--- src/hdl/four_level_page_table_walker_macros.svh ---
// Assertion macros for the four-level page table walker.
`ifndef FOUR_LEVEL_PAGE_TABLE_WALKER_MACROS_SVH
`define FOUR_LEVEL_PAGE_TABLE_WALKER_MACROS_SVH

// Same-cycle implication.
`define FLPTW_ASSERT_IMP(lbl, clk, rst, ante, cons, msg) \
  lbl: assert property (@(posedge clk) disable iff (rst) (ante) |-> (cons)) \
    else $error(msg);

// Next-cycle implication.
`define FLPTW_ASSERT_NXT(lbl, clk, rst, ante, cons, msg) \
  lbl: assert property (@(posedge clk) disable iff (rst) (ante) |=> (cons)) \
    else $error(msg);

`endif

--- src/hdl/flptw_pkg.sv ---
// Types, constants and helpers shared by the page table walker.
package flptw_pkg;

  localparam int VA_W   = 48;
  localparam int ADDR_W = 64;
  localparam int CFG_W  = 32;
  localparam int IDX_W  = 9;
  localparam int PAGE_W = 12;

  localparam logic [CFG_W-1:0] TOP_TABLE_BASE_RST = 32'h4113_D000;
  localparam logic [CFG_W-1:0] MEM_BASE_RST       = 32'h4000_0000;

  localparam logic CFG_TOP_TABLE_BASE = 1'b0;
  localparam logic CFG_MEM_BASE       = 1'b1;

  localparam logic MODE_REQUEST = 1'b0;
  localparam logic MODE_DATA    = 1'b1;

  localparam logic KIND_READ = 1'b0;
  localparam logic KIND_DONE = 1'b1;

  localparam logic [1:0] LEVEL_TOP  = 2'd0;
  localparam logic [1:0] LEVEL_LAST = 2'd3;

  typedef struct packed {
    logic              mode;
    logic [VA_W-1:0]   virtual_address;
    logic [ADDR_W-1:0] entry_data;
  } item_t;

  typedef struct packed {
    logic              kind;
    logic [ADDR_W-1:0] address;
  } result_t;

  // Table index of one level (0 = top) of a virtual address.
  function automatic logic [IDX_W-1:0] level_index(input logic [VA_W-1:0] va,
                                                   input logic [1:0] level);
    logic [IDX_W-1:0] idx;
    case (level)
      2'd0: idx = va[47:39];
      2'd1: idx = va[38:30];
      2'd2: idx = va[29:21];
      2'd3: idx = va[20:12];
      default: idx = '0;
    endcase
    return idx;
  endfunction

  // Entry offset within a table: index times eight, zero-extended.
  function automatic logic [ADDR_W-1:0] entry_offset(input logic [IDX_W-1:0] idx);
    return {{(ADDR_W-IDX_W-3){1'b0}}, idx, 3'b000};
  endfunction

endpackage

--- src/hdl/flptw_in_reg.sv ---
// Input register stage holding one accepted transaction.
module flptw_in_reg
  import flptw_pkg::*;
(
  input  logic  clk,
  input  logic  rst,
  input  logic  load,
  input  logic  advance,
  input  item_t item_in,
  output logic  held_valid,
  output item_t held
);

  always_ff @(posedge clk) begin
    if (rst) begin
      held_valid <= 1'b0;
    end else if (load) begin
      held_valid <= 1'b1;
    end else if (advance) begin
      held_valid <= 1'b0;
    end
  end

  always_ff @(posedge clk) begin
    if (load) begin
      held <= item_in;
    end
  end

endmodule

--- src/hdl/flptw_walk.sv ---
// Walk state, configuration registers and the per-transaction address step.
module flptw_walk
  import flptw_pkg::*;
(
  input  logic             clk,
  input  logic             rst,
  input  logic             cfg_write,
  input  logic             cfg_index,
  input  logic [CFG_W-1:0] cfg_data,
  input  logic             step,
  input  item_t            item,
  output logic             has_result,
  output result_t          result
);
  `include "four_level_page_table_walker_macros.svh"

  logic [CFG_W-1:0] top_table_base;
  logic [CFG_W-1:0] mem_base;
  logic             walk_busy;
  logic             walk_busy_next;
  logic [1:0]       walk_level;
  logic [1:0]       walk_level_next;
  logic [VA_W-1:0]  saved_vaddr;

  logic [ADDR_W-1:0] ram_ext;
  logic [ADDR_W-1:0] top_base_off;
  logic [ADDR_W-1:0] entry_base;
  logic [1:0]        level_inc;

  always_ff @(posedge clk) begin
    if (rst) begin
      top_table_base <= TOP_TABLE_BASE_RST;
      mem_base       <= MEM_BASE_RST;
    end else if (cfg_write) begin
      case (cfg_index)
        CFG_TOP_TABLE_BASE: top_table_base <= cfg_data;
        CFG_MEM_BASE:       mem_base       <= cfg_data;
        default:            ;
      endcase
    end
  end

  assign ram_ext      = {{(ADDR_W-CFG_W){1'b0}}, mem_base};
  assign top_base_off = {{(ADDR_W-CFG_W){1'b0}}, top_table_base} - ram_ext;
  assign entry_base   = {{(ADDR_W-CFG_W){1'b0}}, item.entry_data[31:PAGE_W],
                         {PAGE_W{1'b0}}} - ram_ext;
  assign level_inc    = walk_level + 2'd1;

  always_comb begin
    has_result      = 1'b0;
    result.kind     = KIND_READ;
    result.address  = '0;
    walk_busy_next  = walk_busy;
    walk_level_next = walk_level;
    if (item.mode == MODE_REQUEST) begin
      has_result      = 1'b1;
      result.address  = top_base_off +
                        entry_offset(level_index(item.virtual_address, LEVEL_TOP));
      walk_busy_next  = 1'b1;
      walk_level_next = LEVEL_TOP;
    end else if (walk_busy) begin
      has_result = 1'b1;
      if (walk_level == LEVEL_LAST) begin
        result.kind     = KIND_DONE;
        result.address  = entry_base |
                          {{(ADDR_W-PAGE_W){1'b0}}, saved_vaddr[PAGE_W-1:0]};
        walk_busy_next  = 1'b0;
        walk_level_next = LEVEL_TOP;
      end else begin
        result.address  = entry_base + entry_offset(level_index(saved_vaddr, level_inc));
        walk_level_next = level_inc;
      end
    end
  end

  always_ff @(posedge clk) begin
    if (rst) begin
      walk_busy  <= 1'b0;
      walk_level <= LEVEL_TOP;
    end else if (step) begin
      walk_busy  <= walk_busy_next;
      walk_level <= walk_level_next;
    end
  end

  always_ff @(posedge clk) begin
    if (step && item.mode == MODE_REQUEST) begin
      saved_vaddr <= item.virtual_address;
    end
  end

  `FLPTW_ASSERT_IMP(a_level_implies_busy, clk, rst, walk_level != LEVEL_TOP, walk_busy, "level set while idle")
  `FLPTW_ASSERT_NXT(a_done_goes_idle, clk, rst, step && has_result && result.kind == KIND_DONE, !walk_busy && walk_level == LEVEL_TOP, "walk not closed after final entry")
  `FLPTW_ASSERT_NXT(a_request_starts, clk, rst, step && item.mode == MODE_REQUEST, walk_busy && walk_level == LEVEL_TOP, "request did not restart walk")

endmodule

--- src/hdl/flptw_out_reg.sv ---
// Result register presenting one transaction to the output channel.
module flptw_out_reg
  import flptw_pkg::*;
(
  input  logic    clk,
  input  logic    rst,
  input  logic    load,
  input  result_t result_in,
  input  logic    result_stall,
  output logic    can_load,
  output logic    result_valid,
  output result_t held
);

  assign can_load = !result_valid || !result_stall;

  always_ff @(posedge clk) begin
    if (rst) begin
      result_valid <= 1'b0;
    end else if (can_load) begin
      result_valid <= load;
    end
  end

  always_ff @(posedge clk) begin
    if (load && can_load) begin
      held <= result_in;
    end
  end

endmodule

--- src/hdl/four_level_page_table_walker.sv ---
// Four-level page table walker, 4 KB granule: top level.
// Takes one transaction per cycle on the item channel, either a translation
// request or the table entry read for the walk in progress, and answers each
// with at most one result: a read request for the next entry or the final
// offset. A transaction passes an input register, then a result register that
// presents its result; the item channel stalls only when the input register
// holds a transaction that has a result while the result register holds one
// that is itself stalled. Read data while idle is dropped; a request mid-walk
// restarts the walk. Configuration must be written through cfg_* only while
// idle; the block itself does not enforce this.
module four_level_page_table_walker
  import flptw_pkg::*;
(
  input  logic              clk,
  input  logic              rst,
  input  logic              cfg_valid,
  output logic              cfg_ready,
  input  logic              cfg_index,
  input  logic [CFG_W-1:0]  cfg_data,
  input  logic              item_valid,
  output logic              item_stall,
  input  logic              mode,
  input  logic [VA_W-1:0]   virtual_address,
  input  logic [ADDR_W-1:0] entry_data,
  output logic              result_valid,
  input  logic              result_stall,
  output logic              kind,
  output logic [ADDR_W-1:0] address
);

  item_t   item_in;
  item_t   held_item;
  logic    held_valid;
  logic    has_result;
  logic    can_load;
  logic    advance;
  result_t step_result;
  result_t out_result;

  assign cfg_ready = 1'b1;

  assign item_in.mode            = mode;
  assign item_in.virtual_address = virtual_address;
  assign item_in.entry_data      = entry_data;

  assign advance    = held_valid && (!has_result || can_load);
  assign item_stall = held_valid && !advance;

  flptw_in_reg u_in_reg (
    .clk        (clk),
    .rst        (rst),
    .load       (item_valid && !item_stall),
    .advance    (advance),
    .item_in    (item_in),
    .held_valid (held_valid),
    .held       (held_item)
  );

  flptw_walk u_walk (
    .clk        (clk),
    .rst        (rst),
    .cfg_write  (cfg_valid && cfg_ready),
    .cfg_index  (cfg_index),
    .cfg_data   (cfg_data),
    .step       (advance),
    .item       (held_item),
    .has_result (has_result),
    .result     (step_result)
  );

  flptw_out_reg u_out_reg (
    .clk          (clk),
    .rst          (rst),
    .load         (advance && has_result),
    .result_in    (step_result),
    .result_stall (result_stall),
    .can_load     (can_load),
    .result_valid (result_valid),
    .held         (out_result)
  );

  assign kind    = out_result.kind;
  assign address = out_result.address;

endmodule
--- config.mk ---
export PLATFORM = sky130hd
export DESIGN_NAME = four_level_page_table_walker
export DESIGN_NICKNAME = d
export VERILOG_FILES = /design/src/hdl/flptw_pkg.sv /design/src/hdl/flptw_in_reg.sv /design/src/hdl/flptw_walk.sv /design/src/hdl/flptw_out_reg.sv /design/src/hdl/four_level_page_table_walker.sv
export VERILOG_INCLUDE_DIRS = /design/src /design/src/hdl
export SDC_FILE = /design/constraint.sdc
export NUM_CORES = 1
export LEC_CHECK = 0
export BUFFER_PORTS_ARGS = -buffer_cell sky130_fd_sc_hd__buf_4
export CORE_MARGIN = 3
export CORE_UTILIZATION = 45
export CTS_CLUSTER_SIZE = 10
export DETAILED_ROUTE_END_ITERATION = 16
export GPL_TIMING_DRIVEN = 0
export PLACE_DENSITY = 0.74
export SLEW_MARGIN = 10
export SYNTH_ARGS = -nofsm -noshare
export SYNTH_HDL_FRONTEND = slang
export SYNTH_SLANG_ARGS = --single-unit
--- constraint.sdc ---
create_clock -name clk -period 5 [get_ports clk]
set_input_delay 0 -clock clk [delete_from_list [all_inputs] [get_ports clk]]
set_output_delay 0 -clock clk [all_outputs]
set_load 0.005 [all_outputs]
Word level (Yosys, flattened, before mapping):

Cells that the tools add are included.

* output and inout port bits: 68
* bits of input ports: 151
* register bits after elaboration: 263
* word-level logic and storage cells: 63

* $add $sub $neg: 5
* bitwise gates (word level): 3
* reduce and logical (&&, ||, !) cells: 19
* equal/unequal tests: 5
* muxes and demuxes: 19

Operator list (number)
* 64-bit two-way mux: 3
* 64-bit by 12-bit adder with 64-bit output: 2
* 32-bit by 32-bit subtractor with 33-bit output: 2
* 64-bit by 12-bit bitwise OR with 64-bit output: 1
* 9-bit two-way mux: 4
* 9-bit case mux with 4 select lines: 1
* 1-bit two-way mux: 8
* 2-bit AND reduction: 4
* 2-bit == test (second input constant): 3
* 1-bit logical AND: 6
* 2-bit two-way mux: 3
* 1-bit zero test: 5
* 2-bit by 1-bit adder with 2-bit output (second input constant): 1
* 2-bit by 1-bit == test with 1-bit output (second input constant): 1
* 2-bit zero test: 1
* 1-bit logical OR: 2
* 2-bit by 1-bit inequality test with 1-bit output (second input constant): 1
* 1-bit NOT: 2
* 2-bit nonzero test: 1

Longest topological paths before layout:

Gate-level depths: netlist of run 1.

* word-level depth: 10
* mapped depth: 22
* depth with buffers taken out: 19

Modules after synthesis:

A second synthesis of run 1 with hierarchy kept.

* cells, all modules: 1453
* area, all modules: 15374.7 µm²

Modules (own cells, without submodules)
* flptw_walk: cells an instance 1258, area each 9910.8 µm², seq. area each 2782.7 µm², times used 1
* flptw_in_reg: cells an instance 117, area each 3432.0 µm², seq. area each 3413.3 µm², times used 1
* flptw_out_reg: cells an instance 70, area each 1990.7 µm², seq. area each 1971.9 µm², times used 1
* four_level_page_table_walker: cells an instance 8, area each 41.3 µm², seq. area each 0.0 µm², times used 1

Worst setup path before layout of run 1:

Ideal clock, no wire load.

* path type: register to register
* from: register u_walk.walk_level[0]
* to: register u_out_reg.held[43] in the netlist's numbering (data pin)
* setup time: 279 ps
* buffers on the path: 4
* cell stages (with the launch flop): 19
* required time: 4721 ps
* arrival time: 4212 ps
* clock period less this slack: 4492 ps
* slack: 508 ps
* cells stage by stage: dfxtp_1 -> ha_1 -> clkbuf_1 -> clkbuf_1 -> clkbuf_1 -> mux2i_1 -> ha_1 -> inv_1 -> fa_1 -> nor2b_1 -> o21ai_0 -> a21boi_0 -> o211a_1 -> o21ai_0 -> a211o_1 -> nor2_4 -> nor4b_4 -> buf_4 -> o22ai_2

RTL lines
* from (decl): RTL line flptw_walk.sv:21 `logic [1:0] walk_level;`
* from (signal assigned): RTL line flptw_walk.sv:82 `walk_level <= walk_level_next;`
* to (signal assigned): RTL line flptw_out_reg.sv:27 `held <= result_in;`
* to (decl): RTL line flptw_out_reg.sv:12 `output result_t held`

==> results of run 1 <==
## stage by stage
step,utilization (%),cells
2_1_floorplan,-,1327
3_3_place_gp,52.08,1889
3_5_place_dp,52.26,1891
4_1_cts,58.76,2051
5_1_grt,58.89,2052
6_report,58.89,2052
## cells in the final DEF, fill, tap and decap left out, types with 56 or more instances in the layout
| cell type | count |
|---|---|
| nand2_1 | 193 |
| edfxtp_1 | 182 |
| buf_4 | 176 |
| a21oi_1 | 130 |
| dlygate4sd3_1 | 107 |
| ha_1 | 74 |
| dfxtp_1 | 68 |
| inv_1 | 66 |
| clkbuf_1 | 64 |
| o21ai_0 | 59 |
| xnor2_1 | 56 |
## final timing paths
path | to | cells after the start
hold / removal | u_in_reg.held[24] | 2
setup / recovery | u_out_reg.held[49] | 17
setup reg to reg | u_out_reg.held[49] | 17
hold reg to reg | u_walk.saved_vaddr[23] | 0
## cell type report
cell class / instances / area [um2]
fill: 2451 / 12280
sequential: 251 / 6848
multi-input combinational: 952 / 6477
timing repair buffer: 282 / 2417
clock buffer: 52 / 832.0
tap: 390 / 488.0
buffer: 56 / 255.2
inverter: 67 / 254.0
clock inverter: 1 / 20.02
antenna: 1 / 2.502
## worst register-to-register path: cells and delay by family, from the launching register on
| kind | cells | cell delay (ns) |
|---|---|---|
| DFF | 1 | 0.47 |
| buffers and inverters | 4 | 0.92 |
| and+or+nand+nor | 3 | 0.72 |
| adders and majority gates | 3 | 0.84 |
| muxes | 1 | 0.24 |
| AOI/OAI and AO/OA | 6 | 1.30 |
## power by group through the flow
stage / Combinational (mW) / Sequential (mW) / Clock [mW]
floorplan: 1.00 / 2.45 / 0
CTS: 1.49 / 2.42 / 1.96
detailed placement: 1.41 / 2.47 / 0
global placement: 1.37 / 2.47 / 0
global route: 1.67 / 2.43 / 2.05
finish: 1.53 / 2.42 / 1.92
## metal layers
layer / GRT usage [%] / up-vias / routed length, um / part of all wire (%)
met4: 6.094 / 0 / 948 / 2.5
met3: 2.879 / 73 / 2781 / 7.4
met1: 30.74 / 5360 / 16410 / 44
met2: 36.34 / 468 / 17480 / 46
li1: - / 5505 / - / -
met5: 0 / - / 0 / 0
## cells by family (layout without fill, tap and decap cells)
kind of cell	count (synthesis)	in the layout	share of synthesized area (%)
adders and majority gates	78	78	7.247
and+or+nand+nor	405	405	14.94
xor gates and xnor gates	90	90	5.830
buffers and inverters	124	458	3.669
other	1	2	0.02722
muxes	11	11	0.8082
DFF	251	251	49.69
AOI/OAI and AO/OA	367	367	17.79
## registers in the layout (all words and copies together), names as in the netlist
register,cells
u_walk.top_table_base,32
u_in_reg.held,69
u_walk.walk_level,2
u_in_reg.held_valid,1
u_walk.saved_vaddr,48
u_out_reg.result_valid,1
u_walk.mem_base,32
u_out_reg.held,65
u_walk.walk_busy,1
## timing repair
item,in CTS,in global routing
hold endpoints to repair,135,0
hold buffers,107,0
gates resized for setup,5,8
setup endpoints to repair,35,37
setup buffers,1,0
==> impl_metrics.json, run 1 <==
{
  "outcome": "finished, final reports clean",
  "cts_made_buffers": 29,
  "synth_common_cells": "nand2_1, edfxtp_1, a21oi_1",
  "synth_top_cell_area_share_pct": 39.67,
  "finalClockSkew_ns": 0.008250,
  "initial_core_util_pct": 46.12,
  "cts_sinks": 251,
  "fin_crit_sh_pct": 96.28,
  "critPathArrivalTime_ns": 5.09,
  "irDropWorstVdd_mv": 0.2846,
  "period_needed_ns": 4.814,
  "switching_share_pct": 29.45,
  "hold_start": "entry_data[24]",
  "routedWlPerCell_um": 18.34,
  "clkPwrFrac_pct": 32.7,
  "slew_headroom_pct": 46.23,
  "die_area_um2": 32750,
  "worst_pin_slew_ns": 0.7863,
  "crit_path_top_delay_cell": "dfxtp_1",
  "grt_max_degree": 66,
  "finalPower_mw": 5.879,
  "cts_tree": "built",
  "final_area_um2": 17590,
  "max_stage_delay_ns": 0.47,
  "reg2reg_setup_slack_ns": 0.19,
  "clockBufferDepth": 3,
  "hp-class": "in2reg",
  "drt_pre_antenna_iters": 8,
  "dp_slack_ns": -0.7723,
  "cp-startpoint": "u_walk.walk_level[0]",
  "htree_num_levels": 1,
  "drt_iter0_drc": 1020,
  "yosysMostFrequentCell": "nand2_1",
  "p_int_mw": 4.148,
  "clk_pin_slew_ns": 0.05,
  "grt-ovfl-total": 0,
  "place.detailed.hpwl_um": 27990,
  "worst_hold_slack_ns": 0.1610,
  "drive_gt1_share_pct": 16.32,
  "grt_use_total_pct": 22.02,
  "ant_nets": 0,
  "ys_types": 96,
  "reg2reg_from": "u_walk.walk_level[0]",
  "area_growth_pct": 27.70,
  "gp_congestion": 0.9059,
  "critPathMaxFanout": 10,
  "power.switching_mw": 1.731,
  "core_um2": 29870,
  "p_leak_nw": 6.698,
  "end_kind": "register",
  "critPathBufInv": 4,
  "synth_ff_type": "edfxtp_1",
  "vias_per_cell": 5.558,
  "fp.dieW_um": 181.0,
  "syn-instance-count": 1327,
  "drv_slew": 0,
  "maxCapViolations": 0,
  "clock-root-buffer": "clkbuf_16",
  "drc": 0,
  "critPathKind": "reg2reg",
  "grt_pass1_vias": 10960,
  "yosysWarnings": 0,
  "seq_power_share_pct": 41.2,
  "p_per_area_nw_per_um2": 334.2,
  "ys_async_sr_fraction_pct": 0,
  "io_buffers": 172,
  "placed_cell_area_um2": 15610,
  "rows": 63,
  "routed_wl_um": 37630,
  "setup_ws_ns": 0.1859,
  "synth_edf_count": 182,
  "synth_area_per_cell_um2": 10.38,
  "crit_chain": "ha_4 > buf_2 > clkbuf_4 > mux2i_1 > ha_1 > inv_1 > fa_1 > nor2b_1 > o21ai_0 > a21boi_1 > o211a_1 > o21ai_0 > a211o_1 > nor2_4 > nor4b_4 > buf_4 > o22ai_2",
  "setup_tns_ns": 0,
  "hold_viol_final": 0,
  "antenna_found_initial": 1,
  "fmax_mhz": 207.7,
  "grt_setup_unrepaired": "false",
  "pin_count": 219,
  "yosys.area.top_type": "edfxtp_1",
  "num-nets-final": 1868,
  "ys_seq_area_share_pct": 49.69,
  "crit_required_ns": 5.27,
  "ys_ff_latch": 251,
  "start_kind": "register",
  "num_vias": 11410,
  "setup_viol": 0,
  "insertion_delay_ns": 0.55,
  "critPathTopFamily": "compound AO/OA/AOI/OAI gates",
  "cpMostUsedCell": "o21ai_0",
  "netlist_top_cells_area": "edfxtp_1, dfxtp_1, ha_1, nand2_1, a21oi_1",
  "fp.dieH_um": 181.0,
  "syn_area_um2": 13780,
  "p_comb_share_pct": 26.0,
  "grt_pass1_wl_um": 58250,
  "synth_nets": 1556
}
(Power assumes the default switching activity.)
==> run 2, diff against run 1 <==
CORE_ASPECT_RATIO = 1.75   (was not set)
==> impl_metrics.json, run 2 (synthesis results as in run 1) <==
{
  "rows": 84,
  "drt_iter0_drc": 816,
  "place.detailed.hpwl_um": 29950,
  "start_kind": "register",
  "largest_reg_flops": 69,
  "placed_cell_area_um2": 15620,
  "grt_max_degree": 50,
  "htree_num_levels": 1,
  "clock-root-buffer": "clkbuf_16",
  "finalClockSkew_ns": 0.01473,
  "grt_setup_unrepaired": "false",
  "crit_path_top_delay_cell": "o41ai_4",
  "core_um2": 30160,
  "fmax_mhz": 209.6,
  "crit_chain": "ha_1 > fa_1 > and2b_4 > o21a_1 > nor2_1 > xnor2_2 > ha_1 > a21o_1 > a21oi_1 > nor2b_1 > o21a_1 > nor4_1 > o41ai_4 > or4b_1 > buf_2 > nor3_2 > a31o_2 > buf_4 > o21ai_0",
  "gp_congestion": 0.9299,
  "irDropWorstVdd_mv": 0.3566,
  "nFillCells": 2500,
  "cts_made_buffers": 29,
  "clockBufferDepth": 3,
  "die_area_um2": 32840,
  "fin_crit_sh_pct": 95.41,
  "routedWlPerCell_um": 19.51,
  "vias_per_cell": 5.611,
  "area_growth_pct": 27.59,
  "cts_sinks": 251,
  "diodes": 0,
  "num_vias": 11490,
  "routed_wl_um": 39940,
  "drc": 0,
  "register_area_um2": 6847,
  "setup_viol": 0,
  "grt_pass1_vias": 11580,
  "end_kind": "register",
  "fp.dieH_um": 237.5,
  "final_util_pct": 58.28,
  "hp-class": "in2reg",
  "drt_pre_antenna_iters": 7,
  "hold_start": "rst",
  "period_needed_ns": 4.770,
  "top_regs": "u_in_reg.held (69), u_out_reg.held (65), u_walk.saved_vaddr (48)",
  "dp_slack_ns": -0.6243,
  "p_leak_nw": 6.699,
  "grt_pass1_wl_um": 59990,
  "regMostFlops": "u_in_reg.held",
  "slew_headroom_pct": 41.14,
  "setup_tns_ns": 0,
  "drive_gt1_share_pct": 16.33,
  "hold_viol_final": 0,
  "multi_input_area_um2": 6466,
  "worst_pin_slew_ns": 0.8812,
  "clk_pin_slew_ns": 0.06,
  "io_buffers": 172,
  "outcome": "finished, final reports clean",
  "antenna_found_initial": 0,
  "critPathKind": "reg2reg",
  "drv_slew": 0,
  "final_area_um2": 17580,
  "grt-ovfl-total": 0,
  "critPathMaxFanout": 10,
  "critPathArrivalTime_ns": 5.07,
  "max_stage_delay_ns": 0.46,
  "finalPower_mw": 5.912,
  "cts_tree": "built",
  "num-nets-final": 1868,
  "initial_core_util_pct": 45.68,
  "maxCapViolations": 0,
  "pin_count": 219,
  "grt_use_total_pct": 23.17,
  "setup_ws_ns": 0.2296,
  "fp.dieW_um": 138.3,
  "reg2reg_from": "u_walk.mem_base[0]",
  "ant_nets": 0,
  "cp-startpoint": "u_walk.mem_base[0]",
  "p_per_area_nw_per_um2": 336.3,
  "crit_required_ns": 5.30,
  "final_cell_mix": "nand2_1, edfxtp_1, buf_4",
  "insertion_delay_ns": 0.57,
  "final_common_cell": "nand2_1"
}
[run 2: path summary, 6_finish.rpt]
kind / end / slack, ns / depth (start not counted)
min reg2reg: u_walk.saved_vaddr[14] / 0.41 / 0
min: u_walk.mem_base[11] / 0.06 / 3
max reg2reg: u_out_reg.held[52] / 0.23 / 19
max: u_out_reg.held[52] / 0.23 / 19
[run 2: worst max-delay path: cells and delay by family (launching register included)]
| kind | cells | cell delay (ns) |
|---|---|---|
| buffers and inverters | 2 | 0.38 |
| AO/OA/AOI/OAI | 7 | 1.31 |
| flip-flops | 1 | 0.40 |
| AND/OR/NAND/NOR | 6 | 1.27 |
| adder cells (fa/ha/maj) | 3 | 0.97 |
| XOR/XNOR | 1 | 0.18 |
[run 2: stage by stage]
step	hold slack, ns	std cells
after detailed placement	0.1793	1889
final	0.06385	2047
after global routing	0.08349	2047
after global placement	0.1780	1886
after CTS	0.05570	2047
after floorplan	0.09887	1327
[run 2: timing repair]
action | CTS | global route
endpoints found under the setup margin | 33 | 34
resized for setup | 3 | 9
setup buffers | 1 | 0
pin swaps | 0 | 1
hold endpoints to repair | 135 | 0
hold buffers | 106 | 0
[run 2: report_power, final]
| part | switching, mW | total (mW) | internal (mW) |
|---|---|---|---|
| Clock | 0.806 | 1.94 | 1.13 |
| Combinational | 0.883 | 1.54 | 0.659 |
| Sequential | 0.0575 | 2.43 | 2.37 |
[run 2: routing by layer]
layer,GRT usage [%],routed length [um],up-vias,share of wire (%)
met4,17.95,3428,0,8.6
met3,2.335,1610,160,4.0
met5,0,0,-,0
li1,-,-,5507,-
met1,21.64,13110,5387,33
met2,45.17,21790,431,55
[run 2: cell type report]
type                       count  area share (%)
sequential                   251           38.95
timing repair buffer         282           13.77
inverter                      67           1.431
buffer                        56           1.452
clock buffer                  49           4.555
multi-input combinational    952           36.78
clock inverter                 3          0.3132
tap                          387           2.754
==> run 3, diff against run 2 <==
clock period = 5.5 ns   (was 5 ns; I/O delays follow)
==> impl_metrics.json, run 3 (synthesis results as in run 1) <==
{
  "critPathBufInv": 2,
  "routedWlPerCell_um": 19.49,
  "slew_headroom_pct": 40.85,
  "grt_pass1_vias": 11580,
  "grt-ovfl-total": 0,
  "end_kind": "register",
  "clk_pin_slew_ns": 0.06,
  "routed_wl_um": 39960,
  "hold_viol_final": 0,
  "cts_sinks": 251,
  "critPathArrivalTime_ns": 5.44,
  "period_needed_ns": 5.139,
  "vias_per_cell": 5.573,
  "grt_setup_unrepaired": "false",
  "nFillCells": 2501,
  "p_comb_share_pct": 25.8,
  "insertion_delay_ns": 0.57,
  "critPathTopFamily": "compound AO/OA/AOI/OAI gates",
  "maxCapViolations": 0,
  "regMostFlops": "u_in_reg.held",
  "fp.dieW_um": 138.3,
  "critPathKind": "reg2reg",
  "fmax_mhz": 194.6,
  "cts_tree": "built",
  "grt_max_degree": 50,
  "ant_nets": 0,
  "switching_share_pct": 29.49,
  "drv_slew": 0,
  "clockBufferDepth": 3,
  "htree_num_levels": 1,
  "final_common_cell": "nand2_1",
  "grt_use_total_pct": 23.16,
  "reg2reg_from": "u_walk.mem_base[0]",
  "wl_met3_um": 1539,
  "setup_viol": 0,
  "core_um2": 30160,
  "finalPower_mw": 5.361,
  "top_regs": "u_in_reg.held (69), u_out_reg.held (65), u_walk.saved_vaddr (48)",
  "hp-class": "in2reg",
  "antenna_found_initial": 0,
  "power.switching_mw": 1.581,
  "top_layer": "met4",
  "irDropWorstVdd_mv": 0.3239,
  "reg2reg_setup_slack_ns": 0.36,
  "drt_pre_antenna_iters": 6,
  "pin_count": 219,
  "route.layer.met1.wl_um": 13160,
  "rows": 84,
  "wl_met2_um": 21860,
  "crit_required_ns": 5.80,
  "p_leak_nw": 6.698,
  "fp.dieH_um": 237.5,
  "clkPwrFrac_pct": 33.0,
  "clock-root-buffer": "clkbuf_16",
  "drt_iter0_drc": 786,
  "final_cell_mix": "nand2_1, edfxtp_1, buf_4",
  "drc": 0,
  "p_int_mw": 3.780,
  "worst_pin_slew_ns": 0.8855,
  "num-nets-final": 1871,
  "critPathMaxFanout": 10,
  "place_inst": 1889,
  "start_kind": "register",
  "cts_made_buffers": 29,
  "final_util_pct": 58.21,
  "cp-startpoint": "u_walk.mem_base[0]",
  "num_vias": 11420,
  "reg2reg_to": "u_out_reg.held[52]",
  "diodes": 0,
  "r2r_cells": 19,
  "place.detailed.hpwl_um": 29950,
  "max_stage_delay_ns": 0.74,
  "finalClockSkew_ns": 0.01015,
  "hold_start": "rst",
  "io_buffers": 172,
  "cp-endpoint": "u_out_reg.held[52]",
  "p_per_area_nw_per_um2": 305.3,
  "initial_core_util_pct": 45.68,
  "largest_reg_flops": 69,
  "fin_crit_sh_pct": 93.44,
  "outcome": "finished, final reports clean",
  "crit_chain": "ha_1 > fa_1 > and2b_4 > o21a_1 > nor2_1 > xnor2_1 > ha_1 > a21o_1 > a21oi_1 > nor2b_1 > o21a_1 > nor4_1 > o41ai_1 > or4b_1 > buf_2 > nor3_2 > a31o_2 > buf_4 > o21ai_0",
  "seq_power_share_pct": 41.2,
  "drive_gt1_share_pct": 16.12,
  "gp_congestion": 0.9299,
  "grt_pass1_wl_um": 59940,
  "area_growth_pct": 27.44,
  "finalNonFillerCells": 2050,
  "crit_cells": 19,
  "crit_path_top_delay_cell": "o41ai_1",
  "die_area_um2": 32840
}
run 3: per-layer routing:
metal,up-vias,track usage [%]
met3,152,2.395
met4,0,18.16
met1,5335,21.57
met5,-,0
li1,5515,-
met2,422,45.05
run 3: timing repair:
action,CTS,global route
resized for setup,1,3
hold endpoints to repair,135,0
buffers inserted,0,3
endpoints found under the setup margin,10,18
hold buffers,106,0
run 3: how the worst min path moves through the flow:
stage,slack (ns),to,cells after the start
after floorplan,0.1,u_in_reg.held[100],0
after global placement,0.18,u_in_reg.held[93],1
after detailed placement,0.18,u_in_reg.held[98],1
after CTS,0.06,u_walk.mem_base[11],3
after global routing,0.08,u_walk.mem_base[11],3
final,0.06,u_walk.mem_base[12],3
run 3: worst min-delay path, delay by kind of cell:
kind / cells / cell delay [ns]
buffers and inverters: 2 / 0.43
AOI/OAI and AO/OA: 1 / 0.16
run 3: final cells by class:
class | instances | area, um2 | area share, %
well taps | 387 | 484.2 | 2.758
repair buffers | 284 | 2435 | 13.87
flip-flops and latches | 251 | 6847 | 38.99
inverters | 67 | 251.5 | 1.432
clock buffers | 49 | 800.8 | 4.560
plain buffers | 57 | 256.5 | 1.461
multi-input cells | 952 | 6430 | 36.62
clock inverters | 3 | 55.05 | 0.3135
run 3: power groups by stage:
stage / combinational, mW / clock, mW / sequential (mW)
after CTS: 1.37 / 1.79 / 2.21
after global placement: 1.27 / 0 / 2.25
final: 1.38 / 1.77 / 2.21
after global routing: 1.50 / 1.86 / 2.22
after floorplan: 0.909 / 0 / 2.23
after detailed placement: 1.30 / 0 / 2.25
run 3: metrics by stage:
step                      hold slack [ns]  TNS [ns]  setup WS [ns]  cell area (um2)
after floorplan                   0.09887         0          1.008            13780
after global routing              0.08349         0        0.05475            17560
after CTS                         0.05570         0        0.08753            17540
after global placement             0.1780   -0.6986       -0.07531            15550
after detailed placement           0.1793    -1.103        -0.1243            15620
final                             0.05765         0         0.3606            17560
